===== src/hw/rtl/cst_pkg.sv =====
// Shared types, constants and the arctangent table for the CORDIC sine/cosine block.
package cst_pkg;

    localparam int XY_W       = 18;
    localparam int Z_W        = 17;
    localparam int ATAN_W     = 14;
    localparam int MAX_ITER   = 15;
    localparam int QDEPTH     = 4;
    localparam int QPTR_W     = 2;
    localparam int QCNT_W     = 3;

    localparam logic signed [XY_W-1:0] GAIN_Q16     = 18'sd39797;
    localparam logic signed [Z_W-1:0]  QUARTER_TURN = 17'sd16384;
    localparam logic signed [Z_W-1:0]  HALF_TURN    = 17'sd32768;

    typedef struct packed {
        logic                  flip;
        logic signed [Z_W-1:0] z;
    } item_t;

    typedef struct packed {
        logic full;
        logic valid;
    } q_status_t;

    function automatic logic [ATAN_W-1:0] atan_turns(input logic [3:0] idx);
        logic [ATAN_W-1:0] v;
        unique case (idx)
            4'd0:    v = 14'd8192;
            4'd1:    v = 14'd4836;
            4'd2:    v = 14'd2555;
            4'd3:    v = 14'd1297;
            4'd4:    v = 14'd651;
            4'd5:    v = 14'd326;
            4'd6:    v = 14'd163;
            4'd7:    v = 14'd81;
            4'd8:    v = 14'd41;
            4'd9:    v = 14'd20;
            4'd10:   v = 14'd10;
            4'd11:   v = 14'd5;
            4'd12:   v = 14'd3;
            4'd13:   v = 14'd1;
            4'd14:   v = 14'd1;
            default: v = 14'd0;
        endcase
        return v;
    endfunction

endpackage


===== src/hw/rtl/cst_front.sv =====
// Input side: accepts angle beats, wraps them into plus or minus half a turn and folds them into the right half plane.
module cst_front (
    input  logic             s_axis_tvalid,
    output logic             s_axis_tready,
    input  logic [63:0]      s_axis_tdata,
    input  cst_pkg::q_status_t q_status,
    output logic             q_push,
    output cst_pkg::item_t   q_item
);
    import cst_pkg::*;

    logic signed [Z_W-1:0] angle;

    assign s_axis_tready = !q_status.full;
    assign q_push        = s_axis_tvalid && !q_status.full;
    assign angle         = Z_W'(signed'(s_axis_tdata[15:0]));

    always_comb begin
        priority if (angle > QUARTER_TURN) begin
            q_item.z    = angle - HALF_TURN;
            q_item.flip = 1'b1;
        end else if (angle < -QUARTER_TURN) begin
            q_item.z    = angle + HALF_TURN;
            q_item.flip = 1'b1;
        end else begin
            q_item.z    = angle;
            q_item.flip = 1'b0;
        end
    end

endmodule


===== src/hw/rtl/cst_queue.sv =====
// Short queue of folded angles between the input side and the CORDIC pipeline.
module cst_queue (
    input  logic               aclk,
    input  logic               aresetn,
    input  logic               push,
    input  cst_pkg::item_t     push_item,
    input  logic               pop,
    output cst_pkg::item_t     pop_item,
    output cst_pkg::q_status_t status
);
    import cst_pkg::*;

    item_t             mem [QDEPTH];
    logic [QPTR_W-1:0] wr_ptr_reg, wr_ptr_next;
    logic [QPTR_W-1:0] rd_ptr_reg, rd_ptr_next;
    logic [QCNT_W-1:0] count_reg, count_next;
    logic              do_push, do_pop;

    assign status.full  = (count_reg == QCNT_W'(QDEPTH));
    assign status.valid = (count_reg != '0);
    assign do_push      = push && !status.full;
    assign do_pop       = pop && status.valid;
    assign pop_item     = mem[rd_ptr_reg];

    always_comb begin
        wr_ptr_next = do_push ? wr_ptr_reg + 1'b1 : wr_ptr_reg;
        rd_ptr_next = do_pop ? rd_ptr_reg + 1'b1 : rd_ptr_reg;
        count_next  = count_reg + QCNT_W'(do_push) - QCNT_W'(do_pop);
    end

    always_ff @(posedge aclk) begin
        if (!aresetn) begin
            wr_ptr_reg <= '0;
            rd_ptr_reg <= '0;
            count_reg  <= '0;
        end else begin
            wr_ptr_reg <= wr_ptr_next;
            rd_ptr_reg <= rd_ptr_next;
            count_reg  <= count_next;
        end
    end

    always_ff @(posedge aclk) begin
        if (do_push) begin
            mem[wr_ptr_reg] <= push_item;
        end
    end

endmodule


===== src/hw/rtl/cst_back.sv =====
// CORDIC rotation pipeline, one stage per iteration, with the final negation and output register.
module cst_back #(
    parameter int ITERATIONS = 15
) (
    input  logic                 aclk,
    input  logic                 aresetn,
    input  cst_pkg::q_status_t   q_status,
    input  cst_pkg::item_t       q_item,
    output logic                 q_pop,
    output logic                 m_axis_tvalid,
    input  logic                 m_axis_tready,
    output logic [39:0]          m_axis_tdata
);
    import cst_pkg::*;

    localparam int NS = ITERATIONS + 1;

    logic [NS-1:0]           vld_reg;
    logic signed [XY_W-1:0]  x_reg [NS];
    logic signed [XY_W-1:0]  y_reg [NS];
    logic signed [Z_W-1:0]   z_reg [NS];
    logic [NS-1:0]           flip_reg;
    logic                    out_vld_reg;
    logic signed [XY_W-1:0]  cos_reg, sin_reg;
    logic                    en;

    assign en            = !out_vld_reg || m_axis_tready;
    assign q_pop         = en && q_status.valid;
    assign m_axis_tvalid = out_vld_reg;
    assign m_axis_tdata  = {4'b0000, sin_reg, cos_reg};

    always_ff @(posedge aclk) begin
        if (!aresetn) begin
            vld_reg     <= '0;
            out_vld_reg <= 1'b0;
        end else if (en) begin
            vld_reg     <= {vld_reg[NS-2:0], q_status.valid};
            out_vld_reg <= vld_reg[NS-1];
        end
    end

    always_ff @(posedge aclk) begin
        if (en) begin
            x_reg[0]    <= GAIN_Q16;
            y_reg[0]    <= '0;
            z_reg[0]    <= q_item.z;
            flip_reg[0] <= q_item.flip;
            cos_reg     <= flip_reg[NS-1] ? -x_reg[NS-1] : x_reg[NS-1];
            sin_reg     <= flip_reg[NS-1] ? -y_reg[NS-1] : y_reg[NS-1];
        end
    end

    for (genvar k = 0; k < ITERATIONS; k++) begin : g_stage
        logic signed [XY_W-1:0] xs, ys, x_next, y_next;
        logic signed [Z_W-1:0]  ang, z_next;

        always_comb begin
            xs  = x_reg[k] >>> k;
            ys  = y_reg[k] >>> k;
            ang = signed'(Z_W'(atan_turns(4'(k))));
            if (!z_reg[k][Z_W-1]) begin
                x_next = x_reg[k] - ys;
                y_next = y_reg[k] + xs;
                z_next = z_reg[k] - ang;
            end else begin
                x_next = x_reg[k] + ys;
                y_next = y_reg[k] - xs;
                z_next = z_reg[k] + ang;
            end
        end

        always_ff @(posedge aclk) begin
            if (en) begin
                x_reg[k+1]    <= x_next;
                y_reg[k+1]    <= y_next;
                z_reg[k+1]    <= z_next;
                flip_reg[k+1] <= flip_reg[k];
            end
        end
    end

endmodule


===== src/hw/rtl/cordic_sincos_turns_q16.sv =====
// Top level of the CORDIC sine/cosine block for angles in Q.16 turns.
//
//  Channel   Direction  Beat contents (lowest bits first)
//  s_axis    in         tdata[15:0]: angle_turns, rest ignored
//  m_axis    out        tdata[17:0]: cos_value, tdata[35:18]: sin_value, rest zero
//
// One angle beat is taken every cycle while the four-entry queue has room.
// A beat popped from the queue passes through a load stage, one stage per CORDIC
// iteration and an output stage before it leaves.
// A stalled m_axis holds the whole pipeline; the queue then absorbs incoming beats.
// Reset clears the queue and all valid flags; no payload is cleared.
module cordic_sincos_turns_q16 #(
    parameter int ITERATIONS = 15
) (
    input  logic        aclk,
    input  logic        aresetn,
    input  logic        s_axis_tvalid,
    output logic        s_axis_tready,
    input  logic [63:0] s_axis_tdata,   // angle_turns
    output logic        m_axis_tvalid,
    input  logic        m_axis_tready,
    output logic [39:0] m_axis_tdata    // cos_value, sin_value, zero pad
);
    import cst_pkg::*;

    localparam int INFL_MAX = QDEPTH + ITERATIONS + 2;
    localparam int INFL_W   = $clog2(INFL_MAX + 1);

    q_status_t          q_status;
    item_t              push_item, pop_item;
    logic               q_push, q_pop;
    logic [INFL_W-1:0]  infl_reg, infl_next;
    logic               in_beat, out_beat;

    cst_front u_front (
        .s_axis_tvalid (s_axis_tvalid),
        .s_axis_tready (s_axis_tready),
        .s_axis_tdata  (s_axis_tdata),
        .q_status      (q_status),
        .q_push        (q_push),
        .q_item        (push_item)
    );

    cst_queue u_queue (
        .aclk      (aclk),
        .aresetn   (aresetn),
        .push      (q_push),
        .push_item (push_item),
        .pop       (q_pop),
        .pop_item  (pop_item),
        .status    (q_status)
    );

    cst_back #(
        .ITERATIONS (ITERATIONS)
    ) u_back (
        .aclk          (aclk),
        .aresetn       (aresetn),
        .q_status      (q_status),
        .q_item        (pop_item),
        .q_pop         (q_pop),
        .m_axis_tvalid (m_axis_tvalid),
        .m_axis_tready (m_axis_tready),
        .m_axis_tdata  (m_axis_tdata)
    );

    assign in_beat   = s_axis_tvalid && s_axis_tready;
    assign out_beat  = m_axis_tvalid && m_axis_tready;
    assign infl_next = infl_reg + INFL_W'(in_beat) - INFL_W'(out_beat);

    always_ff @(posedge aclk) begin
        if (!aresetn) begin
            infl_reg <= '0;
        end else begin
            infl_reg <= infl_next;
        end
    end

    // The number of beats inside the block never exceeds its storage.
    a_infl_bound: assert property (@(posedge aclk) disable iff (!aresetn)
        infl_reg <= INFL_W'(INFL_MAX))
        else $error("more beats in flight than the block can hold");

    // An empty block never presents a result.
    a_no_phantom: assert property (@(posedge aclk) disable iff (!aresetn)
        (infl_reg == '0) |-> !m_axis_tvalid)
        else $error("result presented with no beat in flight");

    // The pipeline pops the queue only when it holds an entry.
    a_pop_valid: assert property (@(posedge aclk) disable iff (!aresetn)
        q_pop |-> q_status.valid)
        else $error("queue popped while empty");

endmodule


===== config.mk =====
export PLATFORM = sky130hd
export DESIGN_NAME = cordic_sincos_turns_q16
export DESIGN_NICKNAME = d
export VERILOG_FILES = /design/src/hw/rtl/cst_pkg.sv /design/src/hw/rtl/cst_front.sv /design/src/hw/rtl/cst_queue.sv /design/src/hw/rtl/cst_back.sv /design/src/hw/rtl/cordic_sincos_turns_q16.sv
export SDC_FILE = /design/constraint.sdc
export NUM_CORES = 2
export LEC_CHECK = 0
export BUFFER_PORTS_ARGS = -buffer_cell sky130_fd_sc_hd__buf_2
export CORE_MARGIN = 5
export CORE_UTILIZATION = 53
export DETAILED_ROUTE_END_ITERATION = 16
export PLACE_DENSITY = 0.69
export SYNTH_ARGS = -nofsm -noshare
export SYNTH_HDL_FRONTEND = slang
export SYNTH_SLANG_ARGS = --single-unit

===== constraint.sdc =====
create_clock -name aclk -period 44.5 [get_ports aclk]
set_input_delay 11.125 -clock aclk [delete_from_list [all_inputs] [get_ports aclk]]
set_output_delay 11.125 -clock aclk [all_outputs]
set_load 0.02 [all_outputs]

* Word-level counts from Yosys, hierarchy flattened
Memories as Yosys holds them, arrays and structs flattened. A register that Yosys moved wholly into a read port is not among the register bits. Cells that the tools add are included. Widths: inputs -> output; s select.
Storage, ports and cells: flip-flop bits (word level) 76, word-level logic and storage cells 190, bits of input ports 68, RAM bits 920, memories 4, output and inout port bits 42
Memory list:
- u_back.x_reg | depth 16, width 18, rd ports 16, clocked after memory_dff 0, write ports 16, line cst_back.sv:19 | logic signed [XY_W-1:0] x_reg [NS];
- u_back.y_reg | depth 16, width 18, rd ports 16, clocked after memory_dff 0, write ports 16, line cst_back.sv:20 | logic signed [XY_W-1:0] y_reg [NS];
- u_back.z_reg | depth 16, width 17, rd ports 15, clocked after memory_dff 0, write ports 16, line cst_back.sv:21 | logic signed [Z_W-1:0] z_reg [NS];
- u_queue.mem | depth 4, width 18, rd ports 1, clocked after memory_dff 1, write ports 1, line cst_queue.sv:13 | item_t mem [QDEPTH];
Operators by class: mux-type cells 55, reduce and logical (&&, ||, !) cells 8, equality and inequality tests 1, add/sub/neg operators 97, magnitude comparators 2
Operators with widths (number):
- $mux 18 | 34
- $mux 17 | 15
- $add 18x10->18 | 2
- $add 18x11->18 | 2
- $add 18x12->18 | 2
- $add 18x13->18 | 2
- $add 18x14->18 | 2
- $add 18x15->18 | 2
- $add 18x16->18 | 2
- $add 18x17->18 | 2
- $add 18x4->18 | 2
- $add 18x5->18 | 2
- $add 18x6->18 | 2
- $add 18x7->18 | 2
- $add 18x8->18 | 2
- $add 18x9->18 | 2
- $neg 18->18 | 2
- $sub 18x10->18 | 2
- $sub 18x11->18 | 2
- $sub 18x12->18 | 2
- $sub 18x13->18 | 2
- $sub 18x14->18 | 2
- $sub 18x15->18 | 2
- $sub 18x16->18 | 2
- 51 further kinds | 70

* Logic depth before layout (Yosys ltp)
depth after elaboration 6, mapped depth 16, depth with buffers taken out 16

* By module
From an unflattened synthesis, not the netlist that was laid out.
Unflattened totals: cells, all modules 5822, area, all modules 62222.2 um^2
By module, submodules not included:
- cst_back | cells each 5653, area each 58897.7 um^2, instances 1
- cst_queue | cells each 143, area each 3120.5 um^2, instances 1
- cst_front | cells each 26, area each 203.9 um^2, instances 1

* Least setup slack after synthesis
OpenSTA, ideal clock, no wires.
kind input-to-reg, start input m_axis_tready, end register u_back.cos_reg[0] (enable), path slack 10.123 ns, path buffers 2, stages 4, arrival 32.914 ns, library setup time 1.463 ns, required time 43.037 ns, cell sequence nor2b_1 > clkbuf_1 > inv_1 > buf_1
Between the ends: cells in the longest elaborated chain, start to end 1
RTL lines:
- start, declared | line cordic_sincos_turns_q16.sv:21 | input logic m_axis_tready,
- $logic_or 1x1->1 | line cst_back.sv:27 | assign en = !out_vld_reg || m_axis_tready;
- end signal, assigned | line cst_back.sv:48 | cos_reg <= flip_reg[NS-1] ? -x_reg[NS-1] : x_reg[NS-1];
- end, declared | line cst_back.sv:24 | logic signed [XY_W-1:0] cos_reg, sin_reg;
No other way between the ends. A chain may end at the register's enable or synchronous reset.

==> impl_metrics.ini <==
[layout]
final_common_cell = edfxtp_1
finalNetCount = 6870
antenna_cells = 0
syn_to_final_growth_pct = 8.639
fill_cells = 9806
drive_above_1_share = 0.05315
final_cell_mix = edfxtp_1 (864), ha_1 (709), xnor2_1 (562)
largest_register_ffs = 251

[clock_network]
cts_resized = 0
cts_buffers = 98
cts_max_path_buffers = 3
postCtsHoldBufs = 0
clk_latency_ps = 720
htreeDepth = 3
post_cts_buffers = 0
cts.reportedPaths.clkPinSlew_ps = 60
cts_tree = built
clock_sinks = 890
cts_root_buffer = clkbuf_16

[global_route]
overflow = 0
grtUsageMet1 = 0.2490
grt_pass1_wl_um = 208900
grt_pass1_vias = 42400
grt_util_met2 = 0.3605
grt_busiest_layer = met2
antenna_found_initial = 0
grt_use_total = 0.1992
use_met3 = 0.02427
grt_max_degree = 200

[timing]
fmax_mhz = 69.15
setup_viol = 0
slew_viol_final = 0
rsz0062_at_grt = no
max_slew_margin = 0.2535
finalHoldViolations = 0
setup_tns_ps = 0
tightest_slew_ps = 1120
period_share = 0.3250
min_period_ps = 14460
fin_skew_ps = 55.09

[detailed_routing]
drc = 0
detail-route-antenna-nets = 0
drt-total-wl_um = 126900
vias = 43870
vias_per_cell = 5.719
drtIter0Drc = 2572
avgRoutedWirePerCell_um = 16.54
drt-pass1-iter-count = 5

[yosys]
yosys_warnings = 0
syn-mean-instance-area_sq_um = 10.51
synth-edff-count = 864
synth_cell_types = 89
ys_ff_latch = 890
async_flop_share = 0
netlist_area_sq_um = 62500
ys.flop_type = edfxtp_1
syn_inst = 5944
synth-seq-area-share = 0.4235

[critical_path]
cp-start-kind = primary input
arrival_ps = 14750
cp-end-kind = register
critPathRequiredTime_ps = 44790
critPathMaxFanout = 199
crit_type = in2reg

[place]
globalplace.congestion = 0.8760
io_buffers = 57
dp_hpwl_um = 96460

[die]
die_width_um = 353.4
ioPinCount = 110
die_area_sq_um = 124900
core_area_sq_um = 117600
initial_core_util = 0.5314
rows = 126
die_height_um = 353.4

[min_path]
hp-class = reg2reg

[run_status]
status = completed

[flow_run]
max_cap_violations = 0
[layout make-up]
class                           count  area [sq um]  share of cell area
Clock inverter                     66         815.8             0.01202
Clock buffer                      117          2524             0.03717
Timing Repair Buffer               77         447.9            0.006597
Sequential cell                   890         26470              0.3898
Multi-Input combinational cell   4662         34500              0.5082
Inverter                          322          1216             0.01791
Tap cell                         1536          1922             0.02831
[cells in the mapped netlist (all sizes together) (55+ instances only)]
cell type,n,area [sq um]
edfxtp,864,25940
o21a,96,720.7
nor2,527,1978
nand3,119,595.6
nand2b,64,400.4
xnor2,562,4922
nor2b,82,513.0
inv,320,1201
ha,709,8871
nand2,308,1159
a21o,146,1096
or3,72,460.4
nor3,195,987.2
a21oi,490,2460
clkbuf,55,216.5
xor2,217,1901
a31oi,66,412.9
o21ai,291,1456
a211oi,58,440.4
[kinds of logic after synthesis]
kind of cell	share of synthesized area
AOI/OAI and AO/OA	0.1519
xor gates and xnor gates	0.1095
adders and majority gates	0.1554
buffers and inverters	0.02473
DFF	0.4235
muxes	0.01614
other	0.0001202
and+or+nand+nor	0.1188
[per-stage QoR]
step / util / hold slack [ps] / cell area, sq um / worst slack [ps] / instances
final: 0.5773 / 396.3 / 67900 / 30040 / 7670
after global routing: 0.5773 / 402.3 / 67900 / 29770 / 7670
after CTS: 0.5773 / 398.3 / 67900 / 30040 / 7670
after detailed placement: 0.5489 / 404.5 / 64560 / 29290 / 7487
after global placement: 0.5489 / 402.6 / 64560 / 29370 / 7487
after floorplan: - / 400.3 / 62520 / 10120 / 5949
[critical path: stages]
cell	delay (ps)
buf_2	80
nor2b_1	30
buf_4	210
inv_8	630
buf_4	830
buf_4	780
buf_12	700
[worst paths after layout]
check / from / slack (ps) / end / cells after the start
min reg2reg: u_back.z_reg[1][18] / 400 / u_back.z_reg[1][35] / 0
max reg2reg: u_back.z_reg[0][135] / 39880 / u_back.x_reg[1][17] / 13
max: m_axis_tready / 30040 / u_back.x_reg[0][142] / 7
min: u_back.z_reg[1][18] / 400 / u_back.z_reg[1][35] / 0
[metal layers]
layer  vias up  wire length [um]
li1      22220                 -
met4         0              3940
met2       800             62940
met5         -                 0
met3       230              4449
met1     20620             55520
Power is left out: the tool's default activity adds up to more than one toggle a clock period on the data nets, which glitch-free logic cannot reach.
